### config.mk
export PLATFORM = sky130hd
export DESIGN_NAME = led_bar_graph_fader
export DESIGN_NICKNAME = d
export VERILOG_FILES = /design/src/rtl/lbgf_pkg.sv /design/src/rtl/lbgf_front.sv /design/src/rtl/lbgf_cmd_fifo.sv /design/src/rtl/lbgf_back.sv /design/src/rtl/led_bar_graph_fader.sv
export SDC_FILE = /design/constraint.sdc
export NUM_CORES = 2
export LEC_CHECK = 0
export BUFFER_PORTS_ARGS = -buffer_cell sky130_fd_sc_hd__buf_2
export CAP_MARGIN = 5
export CORE_MARGIN = 2
export CORE_UTILIZATION = 55
export CTS_CLUSTER_DIAMETER = 80
export CTS_CLUSTER_SIZE = 16
export DETAILED_ROUTE_END_ITERATION = 10
export GPL_TIMING_DRIVEN = 0
export PLACE_DENSITY = 0.7
export SYNTH_ARGS = -nofsm -noshare
export SYNTH_HDL_FRONTEND = slang
export SYNTH_SLANG_ARGS = --single-unit
### constraint.sdc
create_clock -name clk -period 6.58 [get_ports clk]
set_clock_uncertainty 0.05 [all_clocks]
set_input_delay 0.329 -clock clk [delete_from_list [all_inputs] [get_ports clk]]
set_output_delay 0.329 -clock clk [all_outputs]
set_load 0.02 [all_outputs]
### src/rtl/lbgf_pkg.sv
// ---------------------------------------------------------------------------
// LED bar graph fader package
// Shared constants, register indexes and the command word passed from the
// front (divider) to the back (LED emitter).
// ---------------------------------------------------------------------------
package lbgf_pkg;

    localparam int TIME_W   = 32;
    localparam int COLOR_W  = 32;
    localparam int CNT_W    = 5;
    localparam int IDX_W    = 4;
    localparam int FRAC_W   = 16;
    localparam int CFG_IDX_W = 2;

    // Number of LEDs that can be driven; the LED count is clamped to it where it is used.
    localparam int MAX_LEDS = 16;
    localparam logic [CNT_W-1:0] CNT_LIMIT =
        CNT_W'((MAX_LEDS < 16) ? MAX_LEDS : 16);

    // Register indexes on the configuration port.
    localparam logic [CFG_IDX_W-1:0] CFG_FULL_SCALE = 2'd0;
    localparam logic [CFG_IDX_W-1:0] CFG_LED_COUNT  = 2'd1;
    localparam logic [CFG_IDX_W-1:0] CFG_BAR_COLOR  = 2'd2;

    localparam logic [TIME_W-1:0]  RST_FULL_SCALE = 32'd1500000;
    localparam logic [CNT_W-1:0]   RST_LED_COUNT  = 5'd10;
    localparam logic [COLOR_W-1:0] RST_BAR_COLOR  = 32'h00FF0000;

    // Quotient of (time*count << 16) / full_scale has at most 21 bits.
    localparam int QUOT_W    = FRAC_W + CNT_W;
    localparam int DIV_STEPS = QUOT_W;
    localparam int STEP_W    = $clog2(DIV_STEPS);

    localparam int FIFO_DEPTH = 2;

    typedef struct packed {
        logic               off;
        logic [CNT_W-1:0]   whole;
        logic [CNT_W-1:0]   n;
        logic [COLOR_W-1:0] color;
        logic [COLOR_W-1:0] fade;
    } cmd_t;

endpackage

### src/rtl/lbgf_front.sv
// ---------------------------------------------------------------------------
// LED bar graph fader front end
// Accepts a time word, multiplies by the LED count and, unless full scale is zero
// or the time exceeds it, runs a restoring divide by the full-scale time, one quotient bit per cycle.
// ---------------------------------------------------------------------------
module lbgf_front (
    input  logic                          clk,
    input  logic                          rst_n,
    input  logic                          push,
    output logic                          full,
    input  logic [lbgf_pkg::TIME_W-1:0]   time_ms,
    input  logic [lbgf_pkg::TIME_W-1:0]   full_scale_time,
    input  logic [lbgf_pkg::CNT_W-1:0]    led_count,
    input  logic [lbgf_pkg::COLOR_W-1:0]  bar_color,
    output logic                          cmd_push,
    input  logic                          cmd_full,
    output lbgf_pkg::cmd_t                cmd
);

    typedef enum logic [1:0] {ST_IDLE, ST_DIV, ST_DONE} state_t;

    state_t                          state_reg;
    logic [lbgf_pkg::TIME_W-1:0]     rem_reg;
    logic [lbgf_pkg::QUOT_W-1:0]     low_reg;
    logic [lbgf_pkg::QUOT_W-1:0]     q_reg;
    logic [lbgf_pkg::STEP_W-1:0]     step_reg;
    logic                            off_reg;
    logic [lbgf_pkg::CNT_W-1:0]      n_reg;

    logic [lbgf_pkg::CNT_W-1:0]      n_clamp;
    logic [36:0]                     prod;
    logic                            off_now;
    logic                            accept;
    logic [lbgf_pkg::TIME_W:0]       trial;
    logic [lbgf_pkg::TIME_W:0]       diff;
    logic                            ge;
    logic [lbgf_pkg::TIME_W-1:0]     rem_next;
    logic [lbgf_pkg::COLOR_W-1:0]    fade;
    logic [23:0]                     byte_prod [4];

    assign n_clamp = (led_count > lbgf_pkg::CNT_LIMIT) ? lbgf_pkg::CNT_LIMIT : led_count;
    assign prod    = {5'd0, time_ms} * {32'd0, n_clamp};
    assign off_now = (full_scale_time == '0) || (time_ms > full_scale_time);
    assign full    = (state_reg != ST_IDLE);
    assign accept  = push && !full;

    // One restoring step: bring down the next dividend bit and try to subtract.
    assign trial    = {rem_reg, low_reg[lbgf_pkg::QUOT_W-1]};
    assign ge       = (trial >= {1'b0, full_scale_time});
    assign diff     = trial - {1'b0, full_scale_time};
    assign rem_next = ge ? diff[lbgf_pkg::TIME_W-1:0] : trial[lbgf_pkg::TIME_W-1:0];

    // Each color byte scaled by the 0.16 fraction, truncated.
    always_comb
    begin
        for (int k = 0; k < 4; k++)
        begin
            byte_prod[k] = {16'd0, bar_color[8*k +: 8]} * {8'd0, q_reg[lbgf_pkg::FRAC_W-1:0]};
            fade[8*k +: 8] = byte_prod[k][23:16];
        end
    end

    assign cmd_push  = (state_reg == ST_DONE) && !cmd_full;
    assign cmd.off   = off_reg;
    assign cmd.whole = q_reg[lbgf_pkg::QUOT_W-1:lbgf_pkg::FRAC_W];
    assign cmd.n     = n_reg;
    assign cmd.color = bar_color;
    assign cmd.fade  = fade;

    always_ff @(posedge clk or negedge rst_n)
    begin
        if (!rst_n)
        begin
            state_reg <= ST_IDLE;
            step_reg  <= '0;
        end
        else
        begin
            unique case (state_reg)
                ST_IDLE:
                begin
                    if (accept)
                    begin
                        state_reg <= off_now ? ST_DONE : ST_DIV;
                        step_reg  <= '0;
                    end
                end
                ST_DIV:
                begin
                    step_reg <= step_reg + 1'b1;
                    if (step_reg == lbgf_pkg::STEP_W'(lbgf_pkg::DIV_STEPS - 1))
                    begin
                        state_reg <= ST_DONE;
                    end
                end
                ST_DONE:
                begin
                    if (!cmd_full)
                    begin
                        state_reg <= ST_IDLE;
                    end
                end
                default:
                begin
                    state_reg <= ST_IDLE;
                end
            endcase
        end
    end

    // Datapath registers.
    always_ff @(posedge clk)
    begin
        if (accept)
        begin
            off_reg <= off_now;
            n_reg   <= n_clamp;
            // The quotient fits in 21 bits, so the top dividend bits start
            // out below the divisor.
            rem_reg <= {1'b0, prod[35:5]};
            low_reg <= {prod[4:0], 16'd0};
            q_reg   <= '0;
        end
        else if (state_reg == ST_DIV)
        begin
            rem_reg <= rem_next;
            low_reg <= {low_reg[lbgf_pkg::QUOT_W-2:0], 1'b0};
            q_reg   <= {q_reg[lbgf_pkg::QUOT_W-2:0], ge};
        end
    end

    // The lit part of the bar never exceeds the LED count.
    a_whole_in_range: assert property (@(posedge clk) disable iff (!rst_n)
        (state_reg == ST_DONE) && !off_reg |-> (q_reg[lbgf_pkg::QUOT_W-1:lbgf_pkg::FRAC_W] <= n_reg))
        else $error("whole part exceeds LED count");

endmodule

### src/rtl/lbgf_cmd_fifo.sv
// ---------------------------------------------------------------------------
// LED bar graph fader command queue
// Two-entry queue of frame commands between the divider and the emitter.
// ---------------------------------------------------------------------------
module lbgf_cmd_fifo (
    input  logic            clk,
    input  logic            rst_n,
    input  logic            push,
    output logic            full,
    input  lbgf_pkg::cmd_t  din,
    input  logic            pop,
    output logic            empty,
    output lbgf_pkg::cmd_t  dout
);

    localparam int PTR_W = $clog2(lbgf_pkg::FIFO_DEPTH);
    localparam int CNT_W = $clog2(lbgf_pkg::FIFO_DEPTH + 1);

    lbgf_pkg::cmd_t    mem [lbgf_pkg::FIFO_DEPTH];
    logic [PTR_W-1:0]  wr_ptr_reg;
    logic [PTR_W-1:0]  rd_ptr_reg;
    logic [CNT_W-1:0]  count_reg;
    logic              do_push;
    logic              do_pop;

    assign full    = (count_reg == CNT_W'(lbgf_pkg::FIFO_DEPTH));
    assign empty   = (count_reg == '0);
    assign do_push = push && !full;
    assign do_pop  = pop && !empty;
    assign dout    = mem[rd_ptr_reg];

    always_ff @(posedge clk or negedge rst_n)
    begin
        if (!rst_n)
        begin
            wr_ptr_reg <= '0;
            rd_ptr_reg <= '0;
            count_reg  <= '0;
        end
        else
        begin
            if (do_push)
            begin
                wr_ptr_reg <= (wr_ptr_reg == PTR_W'(lbgf_pkg::FIFO_DEPTH - 1)) ? '0 : wr_ptr_reg + 1'b1;
            end
            if (do_pop)
            begin
                rd_ptr_reg <= (rd_ptr_reg == PTR_W'(lbgf_pkg::FIFO_DEPTH - 1)) ? '0 : rd_ptr_reg + 1'b1;
            end
            if (do_push && !do_pop)
            begin
                count_reg <= count_reg + 1'b1;
            end
            else if (do_pop && !do_push)
            begin
                count_reg <= count_reg - 1'b1;
            end
        end
    end

    always_ff @(posedge clk)
    begin
        if (do_push)
        begin
            mem[wr_ptr_reg] <= din;
        end
    end

    a_count_bound: assert property (@(posedge clk) disable iff (!rst_n)
        count_reg <= CNT_W'(lbgf_pkg::FIFO_DEPTH))
        else $error("command queue count out of range");

    a_no_overrun: assert property (@(posedge clk) disable iff (!rst_n)
        !(push && full))
        else $error("front wrote into a full command queue");

endmodule

### src/rtl/lbgf_back.sv
// ---------------------------------------------------------------------------
// LED bar graph fader back end
// Takes one frame command and emits one color word per LED into an output
// register that the consumer drains.
// ---------------------------------------------------------------------------
module lbgf_back (
    input  logic                          clk,
    input  logic                          rst_n,
    input  logic                          cmd_empty,
    output logic                          cmd_pop,
    input  lbgf_pkg::cmd_t                cmd,
    output logic                          empty,
    input  logic                          pop,
    output logic [lbgf_pkg::IDX_W-1:0]    led_index,
    output logic [lbgf_pkg::COLOR_W-1:0]  led_color,
    output logic                          last
);

    lbgf_pkg::cmd_t                 cur_reg;
    logic                           active_reg;
    logic [lbgf_pkg::IDX_W-1:0]     idx_reg;
    logic                           out_valid_reg;
    logic [lbgf_pkg::IDX_W-1:0]     out_idx_reg;
    logic [lbgf_pkg::COLOR_W-1:0]   out_color_reg;
    logic                           out_last_reg;

    logic                           adv;
    logic                           emit_last;
    logic [lbgf_pkg::CNT_W-1:0]     idx_ext;
    logic [lbgf_pkg::COLOR_W-1:0]   color_next;

    assign cmd_pop   = !active_reg && !cmd_empty;
    assign adv       = active_reg && (!out_valid_reg || pop);
    assign idx_ext   = {1'b0, idx_reg};
    assign emit_last = ((idx_ext + 1'b1) == cur_reg.n);

    always_comb
    begin
        if (cur_reg.off)
        begin
            color_next = '0;
        end
        else if (idx_ext < cur_reg.whole)
        begin
            color_next = cur_reg.color;
        end
        else if (idx_ext == cur_reg.whole)
        begin
            color_next = cur_reg.fade;
        end
        else
        begin
            color_next = '0;
        end
    end

    assign empty     = !out_valid_reg;
    assign led_index = out_idx_reg;
    assign led_color = out_color_reg;
    assign last      = out_last_reg;

    always_ff @(posedge clk or negedge rst_n)
    begin
        if (!rst_n)
        begin
            active_reg    <= 1'b0;
            idx_reg       <= '0;
            out_valid_reg <= 1'b0;
        end
        else
        begin
            if (cmd_pop)
            begin
                // A frame with no LEDs produces no words.
                active_reg <= (cmd.n != '0);
                idx_reg    <= '0;
            end
            else if (adv)
            begin
                idx_reg <= idx_reg + 1'b1;
                if (emit_last)
                begin
                    active_reg <= 1'b0;
                end
            end

            if (adv)
            begin
                out_valid_reg <= 1'b1;
            end
            else if (pop)
            begin
                out_valid_reg <= 1'b0;
            end
        end
    end

    always_ff @(posedge clk)
    begin
        if (cmd_pop)
        begin
            cur_reg <= cmd;
        end
        if (adv)
        begin
            out_idx_reg   <= idx_reg;
            out_color_reg <= color_next;
            out_last_reg  <= emit_last;
        end
    end

    // Within a frame the LED positions come out in ascending order.
    a_index_step: assert property (@(posedge clk) disable iff (!rst_n)
        $past(pop && !empty && !last) && !empty |-> (led_index == $past(led_index) + 1'b1))
        else $error("LED index did not advance within a frame");

endmodule

### src/rtl/led_bar_graph_fader.sv
// ---------------------------------------------------------------------------
// LED bar graph fader
// Turns a remaining time into one ARGB color word per LED of a bar graph.
// ---------------------------------------------------------------------------
// Path: an accepted time word goes through the bit-serial divider, the command
// queue and the output register before the first LED word appears.
// The divider takes no new time word until the last one's command is queued, and
// skips the division when the time is past full scale; the emitter gives one LED word
// per cycle while the consumer keeps popping, and fetches each frame command first.
// Reset clears all control state and loads the register defaults.
module led_bar_graph_fader (
    input  logic                            clk,
    input  logic                            rst_n,
    input  logic                            cfg_we,
    input  logic [lbgf_pkg::CFG_IDX_W-1:0]  cfg_index,
    input  logic [lbgf_pkg::COLOR_W-1:0]    cfg_data,
    input  logic                            push,
    output logic                            full,
    input  logic [lbgf_pkg::TIME_W-1:0]     time_ms,
    output logic                            empty,
    input  logic                            pop,
    output logic [lbgf_pkg::IDX_W-1:0]      led_index,
    output logic [lbgf_pkg::COLOR_W-1:0]    led_color,
    output logic                            last
);

    logic [lbgf_pkg::TIME_W-1:0]   full_scale_reg;
    logic [lbgf_pkg::CNT_W-1:0]    led_count_reg;
    logic [lbgf_pkg::COLOR_W-1:0]  bar_color_reg;

    lbgf_pkg::cmd_t  front_cmd;
    lbgf_pkg::cmd_t  back_cmd;
    logic            q_push;
    logic            q_full;
    logic            q_pop;
    logic            q_empty;

    always_ff @(posedge clk or negedge rst_n)
    begin
        if (!rst_n)
        begin
            full_scale_reg <= lbgf_pkg::RST_FULL_SCALE;
            led_count_reg  <= lbgf_pkg::RST_LED_COUNT;
            bar_color_reg  <= lbgf_pkg::RST_BAR_COLOR;
        end
        else if (cfg_we)
        begin
            case (cfg_index)
                lbgf_pkg::CFG_FULL_SCALE: full_scale_reg <= cfg_data;
                lbgf_pkg::CFG_LED_COUNT:  led_count_reg  <= cfg_data[lbgf_pkg::CNT_W-1:0];
                lbgf_pkg::CFG_BAR_COLOR:  bar_color_reg  <= cfg_data;
                default:                  ;
            endcase
        end
    end

    lbgf_front u_front (
        .clk             (clk),
        .rst_n           (rst_n),
        .push            (push),
        .full            (full),
        .time_ms         (time_ms),
        .full_scale_time (full_scale_reg),
        .led_count       (led_count_reg),
        .bar_color       (bar_color_reg),
        .cmd_push        (q_push),
        .cmd_full        (q_full),
        .cmd             (front_cmd)
    );

    lbgf_cmd_fifo u_fifo (
        .clk   (clk),
        .rst_n (rst_n),
        .push  (q_push),
        .full  (q_full),
        .din   (front_cmd),
        .pop   (q_pop),
        .empty (q_empty),
        .dout  (back_cmd)
    );

    lbgf_back u_back (
        .clk       (clk),
        .rst_n     (rst_n),
        .cmd_empty (q_empty),
        .cmd_pop   (q_pop),
        .cmd       (back_cmd),
        .empty     (empty),
        .pop       (pop),
        .led_index (led_index),
        .led_color (led_color),
        .last      (last)
    );

endmodule

==> impl_metrics.ini <==
[worst_setup_path]
crit_cells = 17
cp-startpoint = led_count_reg[4]
path_buf_inv = 2
r2r-start = led_count_reg[4]
crit_path_start_kind = flop
cpPeakStageDelay_ps = 700
critical_path_arrival_ps = 6600
endpoint = u_front.rem_reg[30]
rrSetupSlack_ps = 300
crit-reg2reg-capture = u_front.rem_reg[30]
reg2reg_depth = 17
slowest_stage = dfrtp_1
end_kind = flop
critPathRequiredTime_ps = 6910
cp_top_family = adder cells
path_class = flop to flop
path_max_fanout = 11
path_cells = nor2b_2 -> clkbuf_2 -> nand2_1 -> fa_1 -> fa_1 -> fa_1 -> inv_1 -> ha_1 -> o21ai_0 -> o211ai_1 -> nand3_1 -> o211ai_1 -> a221o_1 -> a311oi_1 -> o211ai_1 -> xnor2_1 -> a221oi_1

[timing]
min_period_ps = 6280
post-route-period-util_pct = 95.4
slew_headroom_pct = 21.4
finalHoldViolCount = 0
tightestPinTransition_ps = 1180
rsz0062_at_grt = false
slew_violations = 0
setup_viol = 0
max_freq_mhz = 159

[logic_synthesis]
synthMuxAreaShare_pct = 4.35
synth_area_leaders = edfxtp_1 24%, fa_1 23%, ha_1 9.4%, and2_1 6.9%, inv_1 5.6%
netlist.area_leader.share_pct = 24.4
synth_common_cells = 556 x inv_1, 437 x nand2_1, 422 x fa_1, 412 x and2_1, 304 x edfxtp_1
ys_async_sr_fraction_pct = 20.9
avgSynthCellArea_sq_um = 10.3
synth_top_family_by_area = adder cells
ys_seq_area_share_pct = 31.4
synth_adder_area_share_pct = 31.9
synth_compound_area_share_pct = 7.70
synth-seq-cells = 412
synth_edf_count = 304
synth_warnings = 0
syn-cell-area_sq_um = 37400
yosysMostFrequentCell = inv_1
synth_area_leader_cell = edfxtp_1
synth_xor_area_share_pct = 2.20
synth_nets = 4422
synthSimpleGateAreaFrac_pct = 15.2
ys_types = 83
synthCells = 3649
ys_dominant_reg_cell = edfxtp_1

[routing]
drc = 0
wl_per_cell_um = 19.4
drtIter0Drc = 1643
ant_nets = 0
dr_total_vias = 26192
drt_pass1_iterations = 5
avgViaCountPerCell = 5.54
wirelength_mm = 91.5

[power_and_ir_drop]
power.density_nw_per_um2 = 440
vdd_ir_drop_max_mv = 0.216
p_leak_uw = 0.0183

[floorplanning]
io_pins = 110
rows = 95
fp.dieH_um = 265
die-area_sq_um = 70200
fp.dieW_um = 265
coreArea_sq_um = 67300
start_util_pct = 55.6

[layout]
drive_gt1_share_pct = 8.88
fin_cells = 4725
largest_reg_flops = 150
syn_to_final_growth_pct = 8.48
fin_nets = 4604
final_core_util_pct = 60.3
fillers = 5708
diodes = 0

[placed_design]
place_congestion = 0.928
dp_cells = 4638
port_buffers = 109
place_hpwl_mm = 73.3

[min_path]
min_path_type = input port to flop
holdCritStartpoint = cfg_data[7]

[global_route]
grt_pass1_wl_mm = 147
grtUsageTotal_pct = 26.8
grt_max_degree = 67
grt_pass1_vias = 27228
overflow = 0
antenna_found_initial = 2

[run]
maxCapViolCount = 0

[cts]
clkTransAtPathRegs_ps = 70
clock_path_buffers = 3
htreeDepth = 2
clock-root-buffer = clkbuf_16
clk_latency_ps = 570
clock_sinks = 412
cts_inserted_buffers = 34
cts_tree = built

[run_status]
status = complete, no violations
==> repair_timing <==
action / in CTS / in global routing
setup endpoints to repair: 4 / 0
setup buffers: 0 / 0
resized for setup: 4 / 0
hold endpoints to repair: 83 / 0
hold buffers: 31 / 0
==> routing by layer <==
layer	share of wire [%]	GRT usage (%)	vias to the layer above
li1	-	-	12239
met1	41	34.5	13040
met2	49	46.9	739
met3	5.2	2.67	174
met4	4.4	10.7	0
met5	0	0	-
==> cell families after synthesis <==
logic type | count (synthesis)
AO/OA/AOI/OAI | 452
XOR/XNOR | 94
AND/OR/NAND/NOR | 1125
adder cells (fa/ha/maj) | 702
flip-flops | 412
multiplexers | 148
buffers and inverters | 716
==> worst reg2reg max path, delay by kind of cell, from the launching register on <==
kind	cells	cell delay, ps
simple gates	3	810
compound gates	7	1960
flops	1	700
fa+ha+maj	4	1970
buf+inv	2	430
xor+xnor	1	170
==> power breakdown <==
group	leakage, uW	switching (uW)	internal [uW]	total [uW]
Sequential	0.00404	484	3720	4200
Clock	0.000504	962	1030	1990
Combinational	0.0138	7010	4680	11700
Total	0.0183	8450	9430	17900
==> cell type report <==
type,count,area (sq um),area share [%]
inverters,557,2090,5.16
well taps,873,1090,2.69
plain buffers,158,621,1.53
clock inverters,9,93.8,0.231
repair buffers,147,1020,2.50
clock buffers,48,946,2.33
flip-flops and latches,412,11700,28.9
multi-input cells,2521,23000,56.6
==> worst min-delay path by stage <==
stage | to | slack (ps) | cells past startpoint
after floorplan | bar_color_reg[0] | -20 | 0
after global placement | u_fifo.mem[0][74] | 390 | 0
after detailed placement | u_back.idx_reg[2] | 200 | 1
after CTS | bar_color_reg[7] | 10 | 2
after global routing | bar_color_reg[7] | 20 | 2
final | full_scale_reg[7] | 10 | 3
==> through the flow <==
stage,setup TNS (ps),hold WS [ps],cell area (sq um),total power (uW),worst slack (ps)
after global placement,-225,391,39100,15600,-216
after floorplan,0,-16.6,37400,12600,1430
after global routing,0,17.5,40600,19800,53.8
final,0,12.8,40600,17900,305
after detailed placement,-595,204,39200,15800,-359
after CTS,0,10.7,40600,18000,268
==> cells in the final DEF, fill, tap and decap left out, types with 53 or more instances in the layout <==
cell type / n
mux2_2: 116
and2_1: 411
xnor2_1: 58
clkbuf_1: 155
nand3_1: 53
dfrtp_1: 66
fa_1: 422
ha_1: 280
o21ai_0: 116
buf_2: 112
a21oi_1: 121
inv_1: 554
nand2_1: 437
nor2_1: 91
edfxtp_1: 304
a21o_1: 69
No activity file was read; power rests on OpenSTA's default activity.
